File: src/rtl/rcgba_pkg.sv
// ============================================================================
// rcgba_pkg: shared constants for the RGB565 crop, gray and block average
// Frame geometry, tile sizing and the reciprocal used for normalisation.
// ============================================================================
package rcgba_pkg;

	// Frame and output grid geometry.
	localparam int FRAME_WIDTH  = 320;
	localparam int FRAME_HEIGHT = 240;
	localparam int CROP_SIDE    = 240;
	localparam int OUT_WIDTH    = 48;
	localparam int OUT_HEIGHT   = 48;

	// Tile edge in pixels, never below one.
	localparam int BLOCK   = (CROP_SIDE / OUT_WIDTH) < 1 ? 1 : (CROP_SIDE / OUT_WIDTH);
	localparam int CROP_X0 = (FRAME_WIDTH - CROP_SIDE) / 2;
	localparam int CROP_Y0 = (FRAME_HEIGHT - CROP_SIDE) / 2;
	localparam int CROP_X1 = CROP_X0 + OUT_WIDTH * BLOCK;
	localparam int CROP_Y1 = CROP_Y0 + OUT_HEIGHT * BLOCK;

	// Counter and index widths.
	localparam int COL_W   = $clog2(FRAME_WIDTH);
	localparam int ROW_W   = $clog2(FRAME_HEIGHT);
	localparam int DX_W    = $clog2(BLOCK + 1);
	localparam int TX_W    = $clog2(OUT_WIDTH + 1);
	localparam int TY_W    = $clog2(OUT_HEIGHT + 1);
	localparam int ADDR_W  = (OUT_WIDTH > 1) ? $clog2(OUT_WIDTH) : 1;

	// Tile sum width and the divisor of the normalisation.
	localparam int DEN     = BLOCK * BLOCK * 255;
	localparam int SUM_W   = $clog2(DEN + 1);
	localparam int DEN_LOG = $clog2(DEN);

	// floor(sum * 2^15 / DEN) equals (sum * RECIP_M) >> RECIP_SHIFT for every
	// sum below 2^SUM_W, with RECIP_M rounded up.
	localparam int RECIP_SHIFT = SUM_W + DEN_LOG;
	localparam longint unsigned RECIP_M =
		((64'd1 << (RECIP_SHIFT + 15)) + 64'(DEN) - 64'd1) / 64'(DEN);
	localparam int RECIP_W = $clog2(RECIP_M + 64'd1);
	localparam int PROD_W  = SUM_W + RECIP_W;

	// Port field widths.
	localparam int PIXEL_W   = 16;
	localparam int FEATURE_W = 16;
	localparam int COORD_W   = 6;
	localparam int OUT_DATA_W = 32;

	// Full scale of the Q1.15 feature.
	localparam logic [FEATURE_W-1:0] FEATURE_ONE = 16'h8000;

	typedef logic [COORD_W-1:0] coord_t;

endpackage

File: src/rtl/rcgba_ram.sv
// ============================================================================
// rcgba_ram: generic single-write, single-read RAM with registered read
// Read data changes only on a cycle with the read enable high.
// ============================================================================
module rcgba_ram #(
	parameter int WIDTH = 8,
	parameter int DEPTH = 16
) (
	input  logic                                     clk,
	input  logic                                     wr_en,
	input  logic [((DEPTH > 1) ? $clog2(DEPTH) : 1)-1:0] wr_addr,
	input  logic [WIDTH-1:0]                         wr_data,
	input  logic                                     rd_en,
	input  logic [((DEPTH > 1) ? $clog2(DEPTH) : 1)-1:0] rd_addr,
	output logic [WIDTH-1:0]                         rd_data
);

	logic [WIDTH-1:0] mem_q [DEPTH];

	always_ff @(posedge clk) begin
		if (wr_en) begin
			mem_q[wr_addr] <= wr_data;
		end
		if (rd_en) begin
			rd_data <= mem_q[rd_addr];
		end
	end

endmodule

File: src/rtl/rgb565_crop_gray_block_average.sv
// ============================================================================
// rgb565_crop_gray_block_average: camera crop, gray conversion, tile average
// Streams RGB565 pixels in, streams one normalised gray feature per tile out.
// ============================================================================
// Usage
// The slave channel takes one RGB565 pixel per transaction in raster order;
// s_tuser marks the top-left pixel of a frame and restarts the position
// counters. Pixels outside the centred square crop are consumed and dropped.
// Each kept pixel's gray value is added into a per-column tile accumulator
// held in a small RAM; when a tile's bottom-right pixel arrives, the master
// channel carries one transaction with the tile mean in Q1.15 (32768 = 1.0),
// the tile coordinates, and tlast on the final tile of the frame.
// Throughput is one pixel per clock while s_tready is high. A feature
// passes the accumulate stage with its RAM read-back, which is loaded on
// the edge that accepts its closing pixel, then the reciprocal multiply
// and the output register.
// Reset clears the position counters and all valid flags; the accumulator
// RAM needs no clearing, as the first pixel of each tile loads it.
// When the receiver stalls, the output register holds its feature; pixels
// that close no tile keep flowing, and input is held off only once a
// further finished feature has nowhere to go.
// ============================================================================
module rgb565_crop_gray_block_average
	import rcgba_pkg::*;
(
	input  logic                  clk,
	input  logic                  arst_n,
	// Pixel input channel.
	input  logic                  s_tvalid,
	output logic                  s_tready,
	input  logic [PIXEL_W-1:0]    s_tdata,   // [15:0] pixel
	input  logic [0:0]            s_tuser,   // [0] frame_start
	// Feature output channel.
	output logic                  m_tvalid,
	input  logic                  m_tready,
	output logic [OUT_DATA_W-1:0] m_tdata,   // [15:0] feature, [21:16] tile_x,
	                                         // [27:22] tile_y, [31:28] zero
	output logic                  m_tlast    // frame_last
);

	// ------------------------------------------------------------------
	// Position state, describing the next pixel to arrive.
	// ------------------------------------------------------------------
	logic [COL_W-1:0] col_q;
	logic [ROW_W-1:0] row_q;
	logic [DX_W-1:0]  dx_q, dy_q;
	logic [TX_W-1:0]  tx_q;
	logic [TY_W-1:0]  ty_q;

	// Effective position of the incoming pixel; a frame start forces zero.
	logic [COL_W-1:0] col_e;
	logic [ROW_W-1:0] row_e;
	logic [DX_W-1:0]  dx_e, dy_e;
	logic [TX_W-1:0]  tx_e;
	logic [TY_W-1:0]  ty_e;

	logic             accept;
	logic             in_win, col_in, row_in, dx_last, dy_last, col_last, row_last;
	logic [4:0]       r5, b5;
	logic [5:0]       g6;
	logic [7:0]       r8, g8, b8, gray;
	logic [11:0]      gray_wsum;

	// Stage 1: accumulate.
	logic              valid_s1, win_s1, load_s1, emit_s1, last_s1, fwd_s1;
	logic [7:0]        gray_s1;
	logic [ADDR_W-1:0] addr_s1;
	coord_t            tx_s1, ty_s1;
	logic [SUM_W-1:0]  fwd_data_s1;
	logic [SUM_W-1:0]  rd_data, base_s1, sum_s1;
	logic              adv_s1, wr_en;

	// Stage 2: normalise.
	logic              valid_s2, last_s2, adv_s2;
	logic [SUM_W-1:0]  sum_s2;
	coord_t            tx_s2, ty_s2;
	logic [PROD_W-1:0] prod_s2;

	// Output register.
	logic                 out_valid_q, out_last_q;
	logic [FEATURE_W-1:0] feature_q;
	coord_t               out_tx_q, out_ty_q;

	assign accept = s_tvalid && s_tready;

	always_comb begin
		if (s_tuser[0]) begin
			col_e = '0;
			row_e = '0;
			dx_e  = '0;
			dy_e  = '0;
			tx_e  = '0;
			ty_e  = '0;
		end else begin
			col_e = col_q;
			row_e = row_q;
			dx_e  = dx_q;
			dy_e  = dy_q;
			tx_e  = tx_q;
			ty_e  = ty_q;
		end
	end

	assign col_in   = (int'(col_e) >= CROP_X0) && (int'(col_e) < CROP_X1);
	assign row_in   = (int'(row_e) >= CROP_Y0) && (int'(row_e) < CROP_Y1);
	assign in_win   = col_in && row_in;
	assign dx_last  = (dx_e == DX_W'(BLOCK - 1));
	assign dy_last  = (dy_e == DX_W'(BLOCK - 1));
	assign col_last = (col_e == COL_W'(FRAME_WIDTH - 1));
	assign row_last = (row_e == ROW_W'(FRAME_HEIGHT - 1));

	// Gray conversion: widen by bit replication, then (5r + 9g + 2b) >> 4.
	assign r5 = s_tdata[15:11];
	assign g6 = s_tdata[10:5];
	assign b5 = s_tdata[4:0];
	assign r8 = {r5, r5[4:2]};
	assign g8 = {g6, g6[5:4]};
	assign b8 = {b5, b5[4:2]};
	assign gray_wsum = 12'(r8) * 12'd5 + 12'(g8) * 12'd9 + 12'(b8) * 12'd2;
	assign gray      = gray_wsum[11:4];

	// Position counters. Tile counters advance only once the crop has started
	// on that axis; beyond the crop their values are never used.
	always_ff @(posedge clk or negedge arst_n) begin
		if (!arst_n) begin
			col_q <= '0;
			row_q <= '0;
			dx_q  <= '0;
			dy_q  <= '0;
			tx_q  <= '0;
			ty_q  <= '0;
		end else if (accept) begin
			if (col_last) begin
				col_q <= '0;
				dx_q  <= '0;
				tx_q  <= '0;
				if (row_last) begin
					row_q <= '0;
					dy_q  <= '0;
					ty_q  <= '0;
				end else begin
					row_q <= row_e + ROW_W'(1);
					if (int'(row_e) >= CROP_Y0) begin
						dy_q <= dy_last ? '0 : dy_e + DX_W'(1);
						ty_q <= dy_last ? ty_e + TY_W'(1) : ty_e;
					end else begin
						dy_q <= '0;
						ty_q <= '0;
					end
				end
			end else begin
				col_q <= col_e + COL_W'(1);
				row_q <= row_e;
				dy_q  <= dy_e;
				ty_q  <= ty_e;
				if (int'(col_e) >= CROP_X0) begin
					dx_q <= dx_last ? '0 : dx_e + DX_W'(1);
					tx_q <= dx_last ? tx_e + TX_W'(1) : tx_e;
				end else begin
					dx_q <= '0;
					tx_q <= '0;
				end
			end
		end
	end

	// ------------------------------------------------------------------
	// Stage 1: read-modify-write of the column accumulator. The RAM is read
	// on the accepting edge; a write to the same entry on that very edge is
	// forwarded, as the RAM would return the old contents.
	// ------------------------------------------------------------------
	assign adv_s1   = valid_s1 && (!emit_s1 || !valid_s2 || adv_s2);
	assign s_tready = !valid_s1 || adv_s1;
	assign wr_en    = adv_s1 && win_s1;
	assign base_s1  = fwd_s1 ? fwd_data_s1 : rd_data;
	assign sum_s1   = load_s1 ? SUM_W'(gray_s1) : base_s1 + SUM_W'(gray_s1);

	rcgba_ram #(
		.WIDTH(SUM_W),
		.DEPTH(OUT_WIDTH)
	) u_tile_ram (
		.clk     (clk),
		.wr_en   (wr_en),
		.wr_addr (addr_s1),
		.wr_data (sum_s1),
		.rd_en   (accept),
		.rd_addr (tx_e[ADDR_W-1:0]),
		.rd_data (rd_data)
	);

	always_ff @(posedge clk or negedge arst_n) begin
		if (!arst_n) begin
			valid_s1 <= 1'b0;
		end else if (s_tready) begin
			valid_s1 <= s_tvalid;
		end
	end

	always_ff @(posedge clk) begin
		if (accept) begin
			win_s1      <= in_win;
			load_s1     <= (dx_e == '0) && (dy_e == '0);
			emit_s1     <= in_win && dx_last && dy_last;
			last_s1     <= (tx_e == TX_W'(OUT_WIDTH - 1)) && (ty_e == TY_W'(OUT_HEIGHT - 1));
			gray_s1     <= gray;
			addr_s1     <= tx_e[ADDR_W-1:0];
			tx_s1       <= COORD_W'(tx_e);
			ty_s1       <= COORD_W'(ty_e);
			fwd_s1      <= wr_en && (addr_s1 == tx_e[ADDR_W-1:0]);
			fwd_data_s1 <= sum_s1;
		end
	end

	// ------------------------------------------------------------------
	// Stage 2: normalise the tile sum by a reciprocal multiply.
	// ------------------------------------------------------------------
	assign adv_s2  = valid_s2 && (!out_valid_q || m_tready);
	assign prod_s2 = PROD_W'(sum_s2) * PROD_W'(RECIP_M);

	always_ff @(posedge clk or negedge arst_n) begin
		if (!arst_n) begin
			valid_s2 <= 1'b0;
		end else if (!valid_s2 || adv_s2) begin
			valid_s2 <= adv_s1 && emit_s1;
		end
	end

	always_ff @(posedge clk) begin
		if (adv_s1 && emit_s1) begin
			sum_s2  <= sum_s1;
			tx_s2   <= tx_s1;
			ty_s2   <= ty_s1;
			last_s2 <= last_s1;
		end
	end

	// ------------------------------------------------------------------
	// Output register.
	// ------------------------------------------------------------------
	always_ff @(posedge clk or negedge arst_n) begin
		if (!arst_n) begin
			out_valid_q <= 1'b0;
		end else if (!out_valid_q || m_tready) begin
			out_valid_q <= valid_s2;
		end
	end

	always_ff @(posedge clk) begin
		if (adv_s2) begin
			feature_q  <= FEATURE_W'(prod_s2 >> RECIP_SHIFT);
			out_tx_q   <= tx_s2;
			out_ty_q   <= ty_s2;
			out_last_q <= last_s2;
		end
	end

	assign m_tvalid = out_valid_q;
	assign m_tdata  = {4'b0000, out_ty_q, out_tx_q, feature_q};
	assign m_tlast  = out_last_q;

endmodule

File: config.mk
export PLATFORM = sky130hd
export DESIGN_NAME = rgb565_crop_gray_block_average
export DESIGN_NICKNAME = d
export VERILOG_FILES = /design/src/rtl/rcgba_pkg.sv /design/src/rtl/rcgba_ram.sv /design/src/rtl/rgb565_crop_gray_block_average.sv
export SDC_FILE = /design/constraint.sdc
export NUM_CORES = 1
export LEC_CHECK = 0
export CAP_MARGIN = 20
export CORE_ASPECT_RATIO = 1.2
export CORE_MARGIN = 3
export CORE_UTILIZATION = 45
export DETAILED_ROUTE_END_ITERATION = 7
export DONT_BUFFER_PORTS = 1
export GPL_TIMING_DRIVEN = 0
export SLEW_MARGIN = 10
export SYNTH_ARGS = -nofsm -noshare
export SYNTH_HDL_FRONTEND = slang
export SYNTH_HIERARCHICAL = 1
export SYNTH_SLANG_ARGS = --single-unit
File: constraint.sdc
create_clock -name clk -period 6.75 [get_ports clk]
set_clock_uncertainty 0.2 [all_clocks]
set_input_delay 0.3375 -clock clk [delete_from_list [all_inputs] [get_ports clk]]
set_output_delay 0.3375 -clock clk [all_outputs]
set_load 0.05 [all_outputs]
# Word level (Yosys, flattened, before mapping)
# Memories as Yosys holds them, arrays and structs flattened. A register that Yosys moved wholly into a read port is not among the register bits.
# Index checks and enable logic that the tools add are counted.
# word_totals
ff_bits	131
latchBits	0
ramBits	624
mem_bits_ro	0
input_bits	21
out_inout_bits	35
elab_cells	97
n_memories	1
# memory_table
memory	depth	width	read_ports	rd_clocked_by_memory_dff	wr	line	rtl
u_tile_ram.mem_q	48	13	1	1	1	rcgba_ram.sv:18	logic [WIDTH-1:0] mem_q [DEPTH];
# op_classes
addsub	9
n_mul	3
div_mod_pow	0
n_lt_le_gt_ge	3
n_eq_ne	7
n_shift	0
mux	25
n_bitwise	0
n_reduce_logical	23
# ops
cell	count
2-to-1 mux 6 bit	8
multiplier 13 x 29 -> 42 bit (second input constant)	1
2-to-1 mux 13 bit	2
2-to-1 mux 3 bit	8
2-to-1 mux 8 bit	3
2-to-1 mux 9 bit	2
adder 13 x 8 -> 13 bit	1
adder 11 x 12 -> 12 bit	1
adder 12 x 9 -> 12 bit	1
adder 6 x 1 -> 6 bit (second input constant)	2
equality test 6 bit (second input constant)	2
logical AND 1 bit	12
multiplier 8 x 4 -> 12 bit (second input constant)	1
multiplier 8 x 3 -> 11 bit (second input constant)	1
adder 9 x 1 -> 9 bit (second input constant)	1
equality test 9 bit (second input constant)	1
>= comparator 9 x 6 -> 1 bit (second input constant)	1
less-than comparator 9 bit (second input constant)	1
adder 8 x 1 -> 8 bit (second input constant)	1
equality test 8 bit (second input constant)	1
less-than comparator 8 bit (second input constant)	1
adder 3 x 1 -> 3 bit (second input constant)	2
equality test 3 bit (second input constant)	2
equality test 6 bit	1
4 further kinds	13

# Depth between registers and ports, before layout
# depth
ltp_word	8
depth_mapped	19
ltp_nobuf	19

# Modules after synthesis
# The synthesis kept the hierarchy.
# by_module_without_submodules
module	instances	cells_per_inst	area_per_inst_um2	seq_area_each_um2
rcgba_ram	1	1235	24886.4	19128.3
rgb565_crop_gray_block_average	1	1193	12538.3	3743.6

# Worst setup path after synthesis
# OpenSTA, ideal clock, no wires.
# synth_timing
kind	flip-flop to flip-flop
start	register sum_s2[3]
end	register feature_q[15] (data pin)
setup_ps	261
arrival_time_ps	5071
t_required_ps	6289
slack_ps	1218
stages_incl_launch_ff	18
path_buffers	0
period_less_slack_ps	5532
cell_sequence	edfxtp_1 -> fa_1 -> inv_1 -> fa_1 -> inv_1 -> fa_1 -> inv_1 -> fa_1 -> inv_1 -> fa_1 -> ha_1 -> and4_1 -> and3_1 -> a31o_2 -> o41ai_1 -> o2bb2ai_1 -> o21ai_0 -> o32a_1
# synth_between
elab_chain_cells	1
# synth_rtl
element	line	rtl
start: declaration	rgb565_crop_gray_block_average.sv:75	logic [SUM_W-1:0] sum_s2;
start signal: assignment	rgb565_crop_gray_block_average.sv:230	sum_s2 <= sum_s1;
multiplier 13 x 29 -> 42 bit	rgb565_crop_gray_block_average.sv:218	assign prod_s2 = PROD_W'(sum_s2) * PROD_W'(RECIP_M);
net prod_s2[41]	rgb565_crop_gray_block_average.sv:77	logic [PROD_W-1:0] prod_s2;
end signal: assignment	rgb565_crop_gray_block_average.sv:250	feature_q <= FEATURE_W'(prod_s2 >> RECIP_SHIFT);
end: declaration	rgb565_crop_gray_block_average.sv:81	logic [FEATURE_W-1:0] feature_q;
# The timed path passes the listed nets, and every way through them passes these cells.
# A chain may end at the register's enable or synchronous reset.

# Final worst setup path
# Ends and elaborated chain as after synthesis.

==> run metrics <==
min-delay worst type in2async; Top delay family on crit path adder cells; CTS root buffer clkbuf_16; most common cell after layout, fill and taps aside edfxtp_1; Port Buf Inserts 0; Layout Area Growth over Synthesis 13.4%; Routed Wire Length 91.6 mm; critical path depth 17; Worst VDD drop 0.000451 V; sw frac 0.333; reg2reg setup slack 0.42 ns; Max stage delay cell, worst path fa_1; Pint 10500 µW; Die X-Extent 269 µm; placed cell areas 0.0397 mm²; reg2reg end feature_q[15]; post-route cell area 0.0424 mm²; actual slew at the worst max-slew pin 1.05 ns; die area 0.0867 mm²; Max Transition Viols Final 0; Starting Density 0.456; share of power burned in registers 0.385; clock transition at the registers of the reported paths 0.07 ns; critical path cell sequence fa_1 -> inv_1 -> fa_1 -> inv_1 -> fa_1 -> inv_1 -> fa_1 -> inv_1 -> fa_1 -> ha_1 -> and4_1 -> and2_1 -> nor3b_1 -> o41ai_1 -> o2bb2ai_1 -> o21ai_0 -> o32a_1; nets@finish 2878; pre-CTS setup slack 0.491 ns; Clock Latency Late Sink 0.63 ns; Core ar. 0.0822 mm²; ANT nets after route 0; GRT overflow 0; synthesized flop and latch total 768; WL per Instance 24.5 µm; clock buffer count from CTS 75; post-DP HPWL 66.3 mm; Power Dens Cells 371 mW/mm²; Setup CP Type reg2reg; Filler cells 6807; Fin. Hold Viols 0; routability-driven placement congestion ratio 0.916; worst reg2reg startpoint sum_s2[3]; Detailed Routing Iterations Pass 1 5; CP startpoint kind flop; largest net degree at the start of global routing 51; leak pwr 0.0150 µW; Die Y 322 µm; Main synth FF type edfxtp_1; Req. time, crit path 6.92 ns; DR iter-0 viols 1837; yosys warns 6; Synth Instances 2428; via count of the first global-routing pass 21900; status complete, no violations; EDFF count, synth 730; Clock Sinks 768; Bufs and invs on worst path 4; P_sw 5250 µW; Worst Slack Setup Final 0.424 ns; leading cell types in the layout, fill and taps excluded 730 x edfxtp_1, 242 x inv_1, 213 x mux2i_1; CTS tree built; R2R depth 17; first-pass GRT wire length 139 mm; antenna violations before repair 0; CP endpoint kind flop; Total Power 15800 µW; via density per instance 5.62; Max clock buf depth 3; vias 21000; Fin Setup TNS 0 ns; fin crit period 6.33 ns; io pins 56; Tcrit/Tclk final 0.937; Post-Syn Area per Cell 15.4 µm²; Worst EP arrival 6.50 ns; Hold WS 0.0845 ns; share of layout cells above drive strength 1 0.145; Crit Path Max Fanout 9; Seq/Total Area, Yosys 0.611; Worst slew margin 0.299; Clk network pwr share 0.282; RSZ-0062 raised after global routing no; FMAX 158 MHz; crit-path max cell delay 0.71 ns; final setup violation count 0; Mapped Area 0.0374 mm²; CP dominant cell by count fa_1; Core Rows 115; number of H-tree levels 3; gr usage total 0.214; post-synth cell types 79; max-cap violations 0; ys async rst share 0.0495; DRC violations left 0; Logic pwr share 0.333
==> registers in the layout (all words and copies together), names as in the netlist, 8 cells and up <==
| signal | flops |
|---|---|
| fwd_data_s1 | 13 |
| u_tile_ram/rd_data | 13 |
| feature_q | 16 |
| u_tile_ram/mem_q | 624 |
| sum_s2 | 13 |
| col_q | 9 |
| row_q | 8 |
| gray_s1 | 8 |
==> kinds of logic (layout without fill, tap and decap cells) <==
family / count (synthesis) / in the layout / synth area share
buf+inv: 338 / 527 / 0.0411
fa+ha+maj: 296 / 296 / 0.124
other cells: 1 / 5 / 0.000100
xor+xnor: 33 / 33 / 0.00772
mux: 292 / 292 / 0.100
simple gates: 342 / 342 / 0.0463
compound gates: 358 / 358 / 0.0698
flops: 768 / 768 / 0.611
==> worst register-to-register path, stage by stage, from the launching register on <==
cell and delay (ns):
edfxtp_1 0.67, fa_1 0.72, inv_1 0.07, fa_1 0.49, inv_1 0.06, fa_1 0.49, inv_1 0.06, fa_1 0.52
inv_1 0.05, fa_1 0.45, ha_1 0.34, and4_1 0.24, and2_1 0.19, nor3b_1 0.17, o41ai_1 0.47, o2bb2ai_1 0.36
o21ai_0 0.23, o32a_1 0.31
==> layout make-up <==
cell class | count | area, µm² | share of cell area
flip-flops and latches | 768 | 22900 | 0.539
multi-input cells | 1325 | 13200 | 0.312
clock buffers | 92 | 2010 | 0.0475
well taps | 1111 | 1390 | 0.0328
inverters | 242 | 908 | 0.0214
repair buffers | 53 | 766 | 0.0180
plain buffers | 96 | 632 | 0.0149
clock inverters | 44 | 606 | 0.0143
diodes | 1 | 2.50 | 0.0000590
==> synth_stat cells, types with 5 or more instances <==
library cell	instances	area, µm²
o31ai_1	10	75.1
o41ai_2	13	211
and2_1	6	37.5
buf_4	22	165
mux2_2	11	124
xor2_1	11	96.3
or2_2	9	56.3
inv_1	242	908
o21bai_1	6	45.0
a31oi_1	7	43.8
buf_6	9	101
a22o_1	36	315
nand4_1	8	50.1
xnor2_1	22	193
a21boi_0	5	37.5
nor2_1	87	327
dfrtp_1	38	951
o21ai_0	61	305
mux4_2	65	1460
buf_1	9	33.8
a221oi_2	6	90.1
nand2_1	84	315
fa_1	123	2460
a211oi_1	6	45.0
and3_1	8	50.1
buf_2	11	55.1
a32o_1	5	50.1
or3_1	6	37.5
a22oi_1	53	398
nand3_1	32	160
nor3_1	21	105
nand3b_1	5	37.5
edfxtp_1	730	21900
a21oi_1	74	370
o22ai_1	14	87.6
nand2b_1	25	156
a221oi_1	20	175
mux2i_1	216	2160
o41ai_1	5	43.8
clkbuf_1	35	131
o21a_1	7	52.6
nor2b_1	27	169
ha_1	173	2160
nor3b_1	5	37.5
==> worst max-delay path by stage <==
stage	slack, ns	start	end
after floorplan	1.22	sum_s2[3]	feature_q[15]
after global placement	-2.49	fwd_s1	sum_s2[7]
after detailed placement	0.49	sum_s2[3]	feature_q[15]
after CTS	0.46	sum_s2[3]	feature_q[15]
after global routing	0.24	sum_s2[4]	feature_q[10]
final	0.42	sum_s2[3]	feature_q[15]
==> layer usage <==
metal / wire (µm) / share of wire / vias to the layer above / track usage
met2: 47200 / 0.52 / 540 / 0.376
met5: 0 / 0 / - / 0
li1: - / - / 9392 / -
met3: 4270 / 0.047 / 137 / 0.0283
met1: 37200 / 0.41 / 10900 / 0.273
met4: 2880 / 0.031 / 0 / 0.0752
==> metrics by stage <==
stage                util  cells
global route        0.517   3731
CTS                 0.517   3731
detailed placement  0.484   3588
finish              0.517   3732
global placement    0.473   3542
floorplan               -   2431
==> power groups by stage <==
stage                     clock network, µW  logic, µW  registers [µW]
after floorplan                           0       3680            6170
after global placement                    0       4910            6280
after detailed placement                  0       5270            6170
after CTS                              4530       5300            6070
after global routing                   4700       6010            6070
final                                  4440       5250            6060
==> what timing repair did <==
item                                   CTS  global route
buffers inserted                         0             0
gates resized for setup                  0             0
hold buffers                             7             0
endpoints found under the hold margin   67             0
Note: power is estimated with default switching activity, not from simulation.
